<file path="src/rtl/core/art_pkg.sv">
// ----------------------------------------------------------------------------
// Aging route table package
// Shared sizes, operation and status codes, and the structs that travel
// along the cell chain and from the controller to the cells.
// ----------------------------------------------------------------------------
package art_pkg;

  localparam int unsigned ENTRIES = 64;
  localparam int unsigned IDX_W   = $clog2(ENTRIES);
  localparam int unsigned HW_W    = 48;

  localparam logic [1:0] KIND_QUERY  = 2'd0;
  localparam logic [1:0] KIND_UPDATE = 2'd1;
  localparam logic [1:0] KIND_RELAY  = 2'd2;

  localparam logic [2:0] ST_OK          = 3'd0;
  localparam logic [2:0] ST_PLACEHOLDER = 3'd1;
  localparam logic [2:0] ST_STALE       = 3'd2;
  localparam logic [2:0] ST_FULL        = 3'd3;
  localparam logic [2:0] ST_NOT_FOUND   = 3'd4;

  localparam logic [31:0] EXPIRY_RESET = 32'd5000;

  // Search record that moves one cell per cycle.
  typedef struct packed {
    logic             valid;
    logic             found;
    logic [IDX_W-1:0] found_idx;
    logic             has_free;
    logic [IDX_W-1:0] free_idx;
    logic             has_route;
    logic [HW_W-1:0]  gw_addr;
    logic [3:0]       port;
    logic [7:0]       hops;
    logic [31:0]      stamp;
    logic [31:0]      last_bcast;
  } art_scan_t;

  // Write-back command broadcast to all cells.
  typedef struct packed {
    logic             en;
    logic [IDX_W-1:0] idx;
    logic             take;
    logic             route;
    logic             free;
    logic             bcast;
  } art_wr_t;

endpackage

</file>
<file path="src/rtl/core/art_cell.sv">
// ----------------------------------------------------------------------------
// Aging route table cell
// Holds one table slot, adds itself to the passing search record and
// applies write-back commands addressed to its index.
// ----------------------------------------------------------------------------
module art_cell (
  input  logic                       clk_i,
  input  logic                       rst_ni,
  input  logic [art_pkg::IDX_W-1:0]  idx_i,
  input  logic [31:0]                key_i,
  input  logic [31:0]                now_i,
  input  logic [art_pkg::HW_W-1:0]   next_hop_i,
  input  logic [3:0]                 port_i,
  input  logic [7:0]                 hops_i,
  input  logic [31:0]                bcast_i,
  input  art_pkg::art_wr_t           wr_i,
  input  art_pkg::art_scan_t         scan_i,
  output art_pkg::art_scan_t         scan_o
);
  import art_pkg::*;

  logic            used_q, has_route_q;
  logic [31:0]     key_q, stamp_q, last_bcast_q;
  logic [HW_W-1:0] next_hop_q;
  logic [3:0]      port_q;
  logic [7:0]      hops_q;
  art_scan_t       scan_d, scan_q;
  logic            valid_q;
  logic            sel;

  assign sel = wr_i.en && (wr_i.idx == idx_i);

  always_comb begin
    scan_d = scan_i;
    if (!scan_i.found && used_q && (key_q == key_i)) begin
      scan_d.found      = 1'b1;
      scan_d.found_idx  = idx_i;
      scan_d.has_route  = has_route_q;
      scan_d.gw_addr    = next_hop_q;
      scan_d.port       = port_q;
      scan_d.hops       = hops_q;
      scan_d.stamp      = stamp_q;
      scan_d.last_bcast = last_bcast_q;
    end
    if (!scan_i.has_free && !used_q) begin
      scan_d.has_free = 1'b1;
      scan_d.free_idx = idx_i;
    end
  end

  always_ff @(posedge clk_i or negedge rst_ni) begin
    if (!rst_ni) begin
      used_q      <= 1'b0;
      has_route_q <= 1'b0;
      valid_q     <= 1'b0;
    end else begin
      valid_q <= scan_i.valid;
      if (sel && wr_i.free) begin
        used_q      <= 1'b0;
        has_route_q <= 1'b0;
      end
      if (sel && wr_i.take) begin
        used_q      <= 1'b1;
        has_route_q <= 1'b0;
      end
      if (sel && wr_i.route) begin
        has_route_q <= 1'b1;
      end
    end
  end

  always_ff @(posedge clk_i) begin
    scan_q <= scan_d;
    if (sel && wr_i.take) begin
      key_q        <= key_i;
      stamp_q      <= now_i;
      last_bcast_q <= 32'd0;
      next_hop_q   <= '0;
      port_q       <= 4'd0;
      hops_q       <= 8'd0;
    end
    if (sel && wr_i.route) begin
      next_hop_q <= next_hop_i;
      port_q     <= port_i;
      hops_q     <= hops_i;
      stamp_q    <= now_i;
    end
    if (sel && wr_i.bcast) begin
      last_bcast_q <= bcast_i;
    end
  end

  // The valid bit comes from the reset flop; the payload needs no reset.
  always_comb begin
    scan_o       = scan_q;
    scan_o.valid = valid_q;
  end

endmodule

</file>
<file path="config.mk">
export PLATFORM = sky130hd
export DESIGN_NAME = art_cell
export DESIGN_NICKNAME = d
export VERILOG_FILES = /design/src/rtl/core/art_pkg.sv /design/src/rtl/core/art_cell.sv
export SDC_FILE = /design/constraint.sdc
export NUM_CORES = 1
export LEC_CHECK = 0
export ABC_AREA = 1
export BUFFER_PORTS_ARGS = -buffer_cell sky130_fd_sc_hd__buf_2
export CAP_MARGIN = 20
export CORE_UTILIZATION = 30
export CTS_BUF_LIST = sky130_fd_sc_hd__clkbuf_4 sky130_fd_sc_hd__clkbuf_8 sky130_fd_sc_hd__clkbuf_16
export CTS_CLUSTER_DIAMETER = 30
export CTS_CLUSTER_SIZE = 40
export DETAILED_ROUTE_END_ITERATION = 16
export PLACE_DENSITY_LB_ADDON = 0.12
export SLEW_MARGIN = 20
export SYNTH_ARGS = -nofsm -noshare
export SYNTH_HDL_FRONTEND = slang
export SYNTH_SLANG_ARGS = --single-unit
</file>
<file path="constraint.sdc">
create_clock -name clk_i -period 2.3 [get_ports clk_i]
set_clock_uncertainty 0.15 [all_clocks]
set_input_delay 0 -clock clk_i [delete_from_list [all_inputs] [get_ports clk_i]]
set_output_delay 0 -clock clk_i [all_outputs]
set_load 0.1 [all_outputs]
</file>
==> impl_metrics.ini, run 1 <==
[cts]
cts_tree = yes
clockBufferDepth = 3
clk_pin_slew_ns = 0.05
cts_made_buffers = 80
h-tree-depth = 3
clockRootBuffer = clkbuf_16
clock_sinks = 298
clock_latency_ns = 0.58

[place]
post_dp_cell_area_um2 = 15000
io_buffers = 454
dpl.hpwl_um = 26000
place_congestion = 0.782

[sta]
finalCritPeriodShare_pct = 96.8
rsz0062_at_grt = no
finalHoldViolCount = 0
relSlewSlack_pct = 53.6
final_max_slew_viol_count = 0
fin_setup_tns_ns = 0
period_needed_ns = 2.23
worstMarginPinSlew_ns = 0.695
setup_viol = 0
fmax_mhz = 449

[grt]
grt_max_degree = 62
grt_use_total_pct = 20.4
grt_pass1_wl_um = 65700
first_global_vias = 12500
antenna_found_initial = 5
overflow = 0

[synth]
synthesis.nets = 1578
synth_top_area_share_pct = 38.7
syn_area_um2 = 12100
yosys-top-cells-area = edfxtp_1, dfxtp_1, inv_1
synth_cell_types = 27
ys_ff_latch = 298
ys_seq_area_share_pct = 62.3
synth_warnings = 0
avgSynthCellArea_um2 = 9.59
synth_cells = 1263
netlist.top_cell.by_area = edfxtp_1

[setup_path]
start_kind = input port
crit_fanout = 3
timing.rr.end = scan_o[95]
critPathKind = input port to flip-flop
timing.rr.start = key_q[23]
r2r_slack_ns = 0.33
r2r_cells = 9
worstPathRequired_ns = 2.61
crit_arrival_ns = 2.53
crit_path_end_kind = flip-flop

[hold_path]
hold_path_class = input port to flip-flop
hold_start = key_i[19]
holdPathEnd = key_q[19]
hold_path_depth = 2

[die]
initial_core_util_pct = 30.5
io_pins = 455
die_w_um = 203
rows = 73
fp.dieH_um = 203
die-area_um2 = 41200
core_um2 = 39700

[detailed_routing]
vias = 11900
drt_iter0_drc = 427
first_pass_iters = 4
wl_per_cell_um = 14.9
wl_um = 42100
postRouteAntennaNets = 0
drc_errors = 0
via_per_inst = 4.23

[finish]
final_nets = 2539
area_delta_synth_final_pct = 87.0
drive_gt1_share_pct = 28.2
final_cell_area_um2 = 22600

[power_and_ir_drop]
powerDensity_nw_per_um2 = 889
peakVddDrop_v = 0.000563
leakage_nw = 10.8

[run]
cap_violations = 0

[outcome]
status = finished, final reports clean
==> cells by family after synthesis <==
family	count (synthesis)	synth area share (%)
simple gates	471	16.5
flops	298	62.3
compound gates	141	8.56
buf+inv	341	11.8
mux	3	0.279
xor+xnor	9	0.651
==> metal layers <==
layer	GRT usage, %	part of all wire (%)	vias up
li1	-	-	5900
met1	23.7	41	5488
met2	34.3	48	429
met3	5.43	7.2	101
met4	10.8	3.9	2
met5	0	0.026	-
==> layout make-up <==
class,count,area (um2)
inverters,275,1030
clock buffers,97,2190
well taps,525,657
flip-flops and latches,298,7540
repair buffers,945,7290
multi-input cells,624,3180
diodes,3,7.51
fillers,3459,17100
clock inverters,52,752
==> synth_stat cells <==
library cell,count
nor2_2,4
buf_6,10
or2_2,3
a21oi_1,3
nand2_1,209
nand3_1,139
inv_1,272
nand3b_2,1
o21ai_0,3
nand3_2,1
or2_1,1
edfxtp_1,156
mux2_2,3
nor3_2,2
nand4_1,2
xor2_1,2
buf_2,26
o21ai_1,2
inv_2,3
dfrtp_1,3
o21bai_1,132
xnor2_1,7
buf_4,10
dfxtp_1,139
nor2_1,109
clkbuf_1,20
o22ai_1,1
==> how the worst max path moves through the flow <==
| stage | from | to | cells past startpoint |
|---|---|---|---|
| after floorplan | idx_i[2] | hops_q[0] | 5 |
| after global placement | key_q[17] | scan_o[50] | 10 |
| after detailed placement | key_q[23] | scan_o[94] | 11 |
| after CTS | idx_i[0] | used_q | 12 |
| after global routing | idx_i[0] | used_q | 12 |
| final | idx_i[0] | used_q | 12 |
==> cells in the final DEF (no fill, tap or decap), types with 14 or more instances in the layout <==
master         instances
buf_2                454
inv_1                271
nor2_1               109
dfxtp_1              139
dlygate4sd3_1        464
nand3_1              138
o21bai_1             132
edfxtp_1             156
bufinv_16             14
clkbuf_16             81
nand2_1              208
==> registers in the layout (all words and copies together), names as in the netlist <==
register	flops
next_hop_q	48
last_bcast_q	32
has_route_q	1
scan_o	139
hops_q	8
stamp_q	32
valid_q	1
key_q	32
used_q	1
port_q	4
==> critical path: stages <==
cell	delay (ns)
dlygate4sd3_1	0.54
buf_2	0.16
inv_2	0.09
or2_1	0.10
nand3_1	0.08
nor3_2	0.13
buf_4	0.15
nand3_1	0.05
dlygate4sd3_1	0.57
nand2_1	0.06
nand2_1	0.05
dlygate4sd3_1	0.55
==> power breakdown <==
part	internal [mW]	switching [mW]	total [mW]	leakage, nW
sequential	5.78	0.0601	5.84	2.43
combinational	0.883	1.53	2.41	6.92
clock	8.38	3.50	11.9	1.42
total	15.0	5.09	20.1	10.8
==> repair_timing <==
action	4_1_cts	5_1_grt
endpoints found under the setup margin	0	14
endpoints found under the hold margin	425	2
setup buffers	0	0
gates resized for setup	0	2
hold buffers	462	2
==> stage by stage <==
step | util [%] | setup slack [ns] | hold WS, ns | instances | total power [mW]
final | 57.0 | 0.0746 | 0.0250 | 2819 | 20.1
after global routing | 57.0 | 0.00131 | 0.0223 | 2818 | 20.7
after CTS | 56.9 | 0.0749 | 0.00173 | 2814 | 20.3
after detailed placement | 37.9 | 0.349 | -0.338 | 2203 | 7.80
after global placement | 37.9 | 0.394 | -0.339 | 2203 | 7.79
after floorplan | - | 0.202 | -0.446 | 1263 | 7.25
Note: power is estimated with default switching activity, not from simulation.
==> run 2: changes to the inputs <==
- ABC_AREA: 1 -> not set
==> run 2 against run 1 <==
Net effect:
- the run now fails in 4_1_cts
- synthesized cell count shrank 51%
- area after synthesis decreased by 12%
==> impl_metrics.ini, run 2 <==
[place]
dpl.hpwl_um = 20500
dp_cells = 1514
io_buffers = 454
place_congestion = 0.716
post_dp_cell_area_um2 = 13500

[cts]
clock_sinks = 298
postCtsSetupBuffers = 0
h-tree-depth = 3
cts_resized = 0
hold_buffers = 333
cts_made_buffers = 75
clockRootBuffer = clkbuf_16
clockBufferDepth = 3

[synth]
synth_most_common_cell = edfxtp_1
netlist.top_cell.by_area = edfxtp_1
ys_ff_latch = 298
synth_cells = 624
yosys_most_used_dff = edfxtp_1
synthesis.nets = 939
synth_warnings = 0
syn_area_um2 = 10600
synth_edf_count = 156
async_reset_ff_share_pct = 1.01
yosys.area_share.adder_pct = 0
synth_top_family_by_area = multiplexers
synthMuxAreaShare_pct = 17.3
synth-simple-area-share_pct = 6.64
avgSynthCellArea_um2 = 17.1
synth_cell_types = 26
ys_seq_area_share_pct = 70.9
synth_top_area_share_pct = 44.0
yosys-top-cells-area = edfxtp_1, dfxtp_1, mux2_4
synth-xor-area-share_pct = 3.13
synth-compound-area-share_pct = 0.259
synth_commonest_cells = edfxtp_1, dfxtp_1, and3_1

[die]
rows = 68
die_w_um = 190
initial_core_util_pct = 30.7
fp.dieH_um = 190
io_pins = 455

[outcome]
status = did not finish
firstError = [ERROR RSZ-0060] Max buffer count reached.
stop_stage = 4_1_cts
## run 2: changes by cell type after synthesis, moves of 6 or more
cell and delta:
buf_2 -26, nor2_1 -108, nand3_1 -137, mux2_4 +79
buf_4 -8, inv_1 -272, nand2_1 -208, xnor2_1 +27
o21bai_1 -132, nand4_1 +6, mux2_2 +55, and3_1 +92
## run 2: cells by family after synthesis
| group | Yosys count |
|---|---|
| AO/OA/AOI/OAI | 4 |
| XOR/XNOR | 38 |
| buffers and inverters | 34 |
| flip-flops | 298 |
| multiplexers | 137 |
| AND/OR/NAND/NOR | 113 |
## run 2: per-stage QoR
| step | setup slack (ns) | util, % | hold WS, ns |
|---|---|---|---|
| after floorplan | -0.0103 | - | -0.446 |
| after global placement | 0.132 | 39.0 | -0.348 |
| after detailed placement | 0.134 | 39.0 | -0.346 |
==> run 3: changes to the inputs <==
- CORE_UTILIZATION: 30 -> 20
- CTS_BUF_LIST: sky130_fd_sc_hd__clkbuf_4 sky130_fd_sc_hd__clkbuf_8 sky130_fd_sc_hd__clkbuf_16 -> not set
- CTS_CLUSTER_DIAMETER: 30 -> not set
- CTS_CLUSTER_SIZE: 40 -> not set
- PLACE_DENSITY_LB_ADDON: 0.12 -> 0.15
==> run 3 against run 2 <==
Net effect:
- the flow now finishes without violations
- area after synthesis unchanged
- synthesized cell count unchanged
==> impl_metrics.ini, run 3 <==
[outcome]
status = finished, final reports clean

[grt]
first_global_vias = 8828
antenna_found_initial = 5
grt_max_degree = 62
grt_use_total_pct = 12.3
overflow = 0
grt_pass1_wl_um = 50500

[synth]
yosys-top-cells-area = edfxtp_1, dfxtp_1, mux2_4
synth_top_area_share_pct = 44.0
synth_cells = 624
synth_warnings = 0
ys_seq_area_share_pct = 70.9
netlist.top_cell.by_area = edfxtp_1
synth_cell_types = 26
synth_commonest_cells = edfxtp_1, dfxtp_1, and3_1
synth_most_common_cell = edfxtp_1
synth_edf_count = 156
synthMuxAreaShare_pct = 17.3
syn_area_um2 = 10600
synth-compound-area-share_pct = 0.259
synth-simple-area-share_pct = 6.64
synthesis.nets = 939
synth_top_family_by_area = multiplexers
avgSynthCellArea_um2 = 17.1
ys_ff_latch = 298
async_reset_ff_share_pct = 1.01
yosys_most_used_dff = edfxtp_1
synth-xor-area-share_pct = 3.13
yosys.area_share.adder_pct = 0

[detailed_routing]
via_per_inst = 3.79
vias = 8215
drt_iter0_drc = 240
dr.max_layer_used = met5
postRouteAntennaNets = 0
wl_per_cell_um = 16.2
first_pass_iters = 4
wl_met3_um = 2660
wl_um = 35100
wl_met1_um = 14600
met2_length_um = 17000
drc_errors = 0

[sta]
finalCritPeriodShare_pct = 96.1
finalHoldViolCount = 0
relSlewSlack_pct = 59.7
setup_viol = 0
period_needed_ns = 2.21
fmax_mhz = 452
fin_setup_tns_ns = 0
rsz0062_at_grt = no
final_max_slew_viol_count = 0
worstMarginPinSlew_ns = 0.605

[finish]
final_util_pct = 35.5
layout_common_cells = buf_2, dlygate4sd3_1, edfxtp_1
multi_input_area_um2 = 2970
mostFrequentLayoutCell = buf_2
n_fill_cell = 5248
regArea_um2 = 7540
area_delta_synth_final_pct = 75.1
drive_gt1_share_pct = 45.8
final_nets = 1764
largest_reg_flops = 139

[cts]
h-tree-depth = 2
clockBufferDepth = 3
cts_tree = yes
clk_pin_slew_ns = 0.06
cts_made_buffers = 39
clock_sinks = 298
clockRootBuffer = clkbuf_16
clock_latency_ns = 0.54

[setup_path]
critPathKind = flip-flop to flip-flop
start_kind = flip-flop
worstPathRequired_ns = 2.58
crit_path_end_kind = flip-flop
crit_fanout = 25
crit_arrival_ns = 2.49

[power_and_ir_drop]
powerDensity_nw_per_um2 = 748
switching_share_pct = 27.3
pwr-share-seq_pct = 41.5
leakage_nw = 8.13
peakVddDrop_v = 0.000463
power_frac_comb_pct = 16.0
p_switching_mw = 3.81
pwr-share-clk_pct = 42.5
p_int_mw = 10.1

[die]
rows = 84
fp.dieH_um = 233
io_pins = 455
die-area_um2 = 54100
core_um2 = 52600
initial_core_util_pct = 20.3
die_w_um = 233

[run]
cap_violations = 0

[place]
dpl.hpwl_um = 22700
place_congestion = 0.724
io_buffers = 454

[hold_path]
hold_path_class = input port to flip-flop
-- run 3: cell counts after synthesis --
No cell type changed its count.
-- run 3: repair_timing --
action,4_1_cts,5_1_grt
endpoints found under the setup margin,0,116
hold buffers,341,0
gates resized for setup,0,5
buffers inserted,0,2
hold endpoints to repair,321,0
-- run 3: path summary, 6_finish.rpt --
kind                       startpoint           to  slack, ns  cells past startpoint
max in group asynchronous      rst_ni  has_route_q       1.59                      3
setup / recovery            key_q[14]   scan_o[49]       0.09                      8
hold reg to reg             hops_q[1]   scan_o[65]       0.31                      1
min in group asynchronous      rst_ni      valid_q       0.23                      3
hold / removal              now_i[19]  stamp_q[19]       0.05                      2
setup reg to reg            key_q[14]   scan_o[49]       0.09                      8
-- run 3: layout make-up --
type | count | share of cell area (%)
multi-input combinational | 292 | 15.9
tap | 688 | 4.62
clock inverter | 14 | 0.457
antenna | 1 | 0.0134
clock buffer | 58 | 6.28
timing repair buffer | 818 | 32.2
sequential | 298 | 40.5
-- run 3: cell families after synthesis --
family                    Yosys count
and+or+nand+nor                   113
xor gates and xnor gates           38
buffers and inverters              34
AOI/OAI and AO/OA                   4
muxes                             137
DFF                               298
-- run 3: layer usage --
layer / track usage, % / vias up
li1: - / 3958
met1: 14.4 / 3888
met2: 21.0 / 298
met3: 3.81 / 65
met4: 4.58 / 6
met5: 0 / -
-- run 3: critical path, stage by stage (launching register included) --
cell	delay [ns]
edfxtp_1	0.39
xnor2_1	0.18
nand4_1	0.13
nor4_1	0.30
buf_4	0.17
nand3_4	0.08
buf_12	0.15
buf_16	0.17
mux2_4	0.33
-- run 3: through the flow --
| stage | hold WS, ns | std cells | cell area, um2 | power (mW) | setup slack, ns |
|---|---|---|---|---|---|
| 6_report | 0.0485 | 2169 | 18600 | 13.9 | 0.0891 |
| 5_1_grt | 0.0241 | 2169 | 18600 | 14.5 | 0.00225 |
| 4_1_cts | 0.00287 | 2162 | 18500 | 14.2 | 0.0806 |
| 3_5_place_dp | -0.336 | 1749 | 13800 | 7.66 | 0.0951 |
| 3_3_place_gp | -0.339 | 1749 | 13800 | 7.66 | 0.0830 |
| 2_1_floorplan | -0.446 | 624 | 10700 | 7.15 | -0.0103 |
-- run 3: power by group through the flow --
stage	clock [mW]	combinational [mW]	sequential, mW
floorplan	0	0.248	6.90
global placement	0	1.75	5.90
detailed placement	0	1.76	5.90
CTS	6.19	2.25	5.79
global route	6.37	2.34	5.81
finish	5.92	2.23	5.79
==> run 4: changes to the inputs <==
- PLACE_DENSITY: not set -> 0.49
- PLACE_DENSITY_LB_ADDON: 0.15 -> not set
==> run 4 against run 3 <==
Net effect:
- hold slack worse by 0.019 ns
- critical path depth unchanged
- count of clock-buffer cells in the layout down 9
- register-to-register slack worse by 0.06 ns
- routed wire length up 0.70%
- final area up 2.4%
- first-iteration DRC count down 7.1%
- final cell count up 1.6%
- core utilization up 0.85 points
- die area unchanged
- combinational power about the same
- non-clock buffer count up 34
- highest routed layer unchanged
==> impl_metrics.ini, run 4 (synthesis results as in run 3) <==
[cts]
clockBufferDepth = 3
clock_sinks = 298
h-tree-depth = 2
clock_latency_ns = 0.54
clockRootBuffer = clkbuf_16
cts_tree = yes
clk_pin_slew_ns = 0.06
cts_made_buffers = 37

[setup_path]
critPathKind = flip-flop to flip-flop
worstPathRequired_ns = 2.56
crit_fanout = 18
crit_path_end_kind = flip-flop
crit_arrival_ns = 2.53
start_kind = flip-flop

[detailed_routing]
drt_iter0_drc = 223
first_pass_iters = 4
wl_per_cell_um = 16.1
via_per_inst = 3.82
wl_um = 35400
drc_errors = 0
postRouteAntennaNets = 0
vias = 8410

[power_and_ir_drop]
peakVddDrop_v = 0.000540
power_frac_comb_pct = 16.0
pwr-share-seq_pct = 41.6
p_int_mw = 10.1
total_power_mw = 13.9
pwr-share-clk_pct = 42.3
p_switching_mw = 3.78
leakage_nw = 8.44
switching_share_pct = 27.2
powerDensity_nw_per_um2 = 729

[grt]
first_global_vias = 8978
grt_pass1_wl_um = 49200
grt_use_total_pct = 11.9
antenna_found_initial = 7
overflow = 0
grt_max_degree = 73

[finish]
instances_no_fill = 2203
n_fill_cell = 5087
layout_common_cells = buf_2, dlygate4sd3_1, edfxtp_1
final_cell_area_um2 = 19100
final_nets = 1796
largest_reg_flops = 139
area_delta_synth_final_pct = 79.3
drive_gt1_share_pct = 45.8
mostFrequentLayoutCell = buf_2
final_util_pct = 36.3

[die]
die-area_um2 = 54100
io_pins = 455
rows = 84
core_um2 = 52600
die_w_um = 233
fp.dieH_um = 233
initial_core_util_pct = 20.3

[sta]
finalHoldViolCount = 0
worstMarginPinSlew_ns = 0.579
final_max_slew_viol_count = 0
holdWs_ns = 0.0300
rsz0062_at_grt = yes
relSlewSlack_pct = 61.7
fmax_mhz = 440
fin_setup_tns_ns = 0
finalCritPeriodShare_pct = 98.9
setup_ws_ns = 0.0262
setup_viol = 0
period_needed_ns = 2.27

[outcome]
status = finished, final reports clean

[place]
dpl.hpwl_um = 21900
dp_cells = 1749
place_congestion = 0.710
preCtsSetupSlack_ns = -0.101
io_buffers = 454
post_dp_cell_area_um2 = 13800

[hold_path]
hold_path_class = input port to flip-flop

[run]
cap_violations = 0
==> run 4: cell types whose count changed in the layout (fill, tap and decap cells not counted), moves of 4 or more <==
cell,before,now
dlygate4sd3_1,341,362
clkbuf_8,6,2
clkbuf_16,44,48
clkbuf_1,10,6
clkinv_2,3,7
diode_2,1,5
==> run 4: final cells by class <==
| class | count | area (um2) | share of cell area, % |
|---|---|---|---|
| Antenna cell | 5 | 12.5 | 0.0656 |
| Timing Repair Buffer | 852 | 6450 | 33.8 |
| Clock buffer | 49 | 1080 | 5.64 |
| Sequential cell | 298 | 7540 | 39.5 |
| Clock inverter | 19 | 163 | 0.852 |
| Multi-Input combinational cell | 292 | 2970 | 15.6 |
| Tap cell | 688 | 861 | 4.51 |
==> run 4: what timing repair did <==
action	4_1_cts	5_1_grt
pin swaps	0	2
gates cloned	0	14
gates resized for setup	1	16
endpoints found under the hold margin	345	0
setup endpoints to repair	131	163
buffers inserted	0	5
hold buffers	362	0
==> run 4: metal layers <==
metal,GRT usage (%),vias to the layer above,part of all wire [%]
met5,0,-,0.037
met4,4.82,2,2.8
met3,3.41,67,6.6
met2,20.6,321,49
met1,13.7,3996,41
li1,-,4024,-
==> run 4: power groups by stage <==
stage | Combinational, mW | Clock [mW] | Sequential, mW
4_1_cts | 2.23 | 6.12 | 5.79
5_1_grt | 2.33 | 6.31 | 5.81
6_report | 2.23 | 5.89 | 5.79
2_1_floorplan | 0.248 | 0 | 6.90
3_5_place_dp | 1.76 | 0 | 5.90
3_3_place_gp | 1.74 | 0 | 5.90
==> run 4: path summary, 6_finish.rpt <==
| path | start | endpoint | slack, ns | depth (start not counted) |
|---|---|---|---|---|
| min in group asynchronous | rst_ni | used_q | 0.22 | 3 |
| hold reg to reg | next_hop_q[19] | scan_o[95] | 0.31 | 1 |
| setup reg to reg | key_q[14] | scan_o[54] | 0.03 | 8 |
| hold / removal | now_i[1] | stamp_q[1] | 0.03 | 2 |
| setup / recovery | key_q[14] | scan_o[54] | 0.03 | 8 |
| max in group asynchronous | rst_ni | valid_q | 1.62 | 3 |
==> run 4: worst max-delay path: stages (launching register included) <==
cell and delay [ns]:
edfxtp_1 0.39, xnor2_1 0.16, nand4_1 0.19, nor4_4 0.31, buf_4 0.16, nand3_4 0.09, buf_4 0.19, buf_16 0.16
mux2_4 0.32
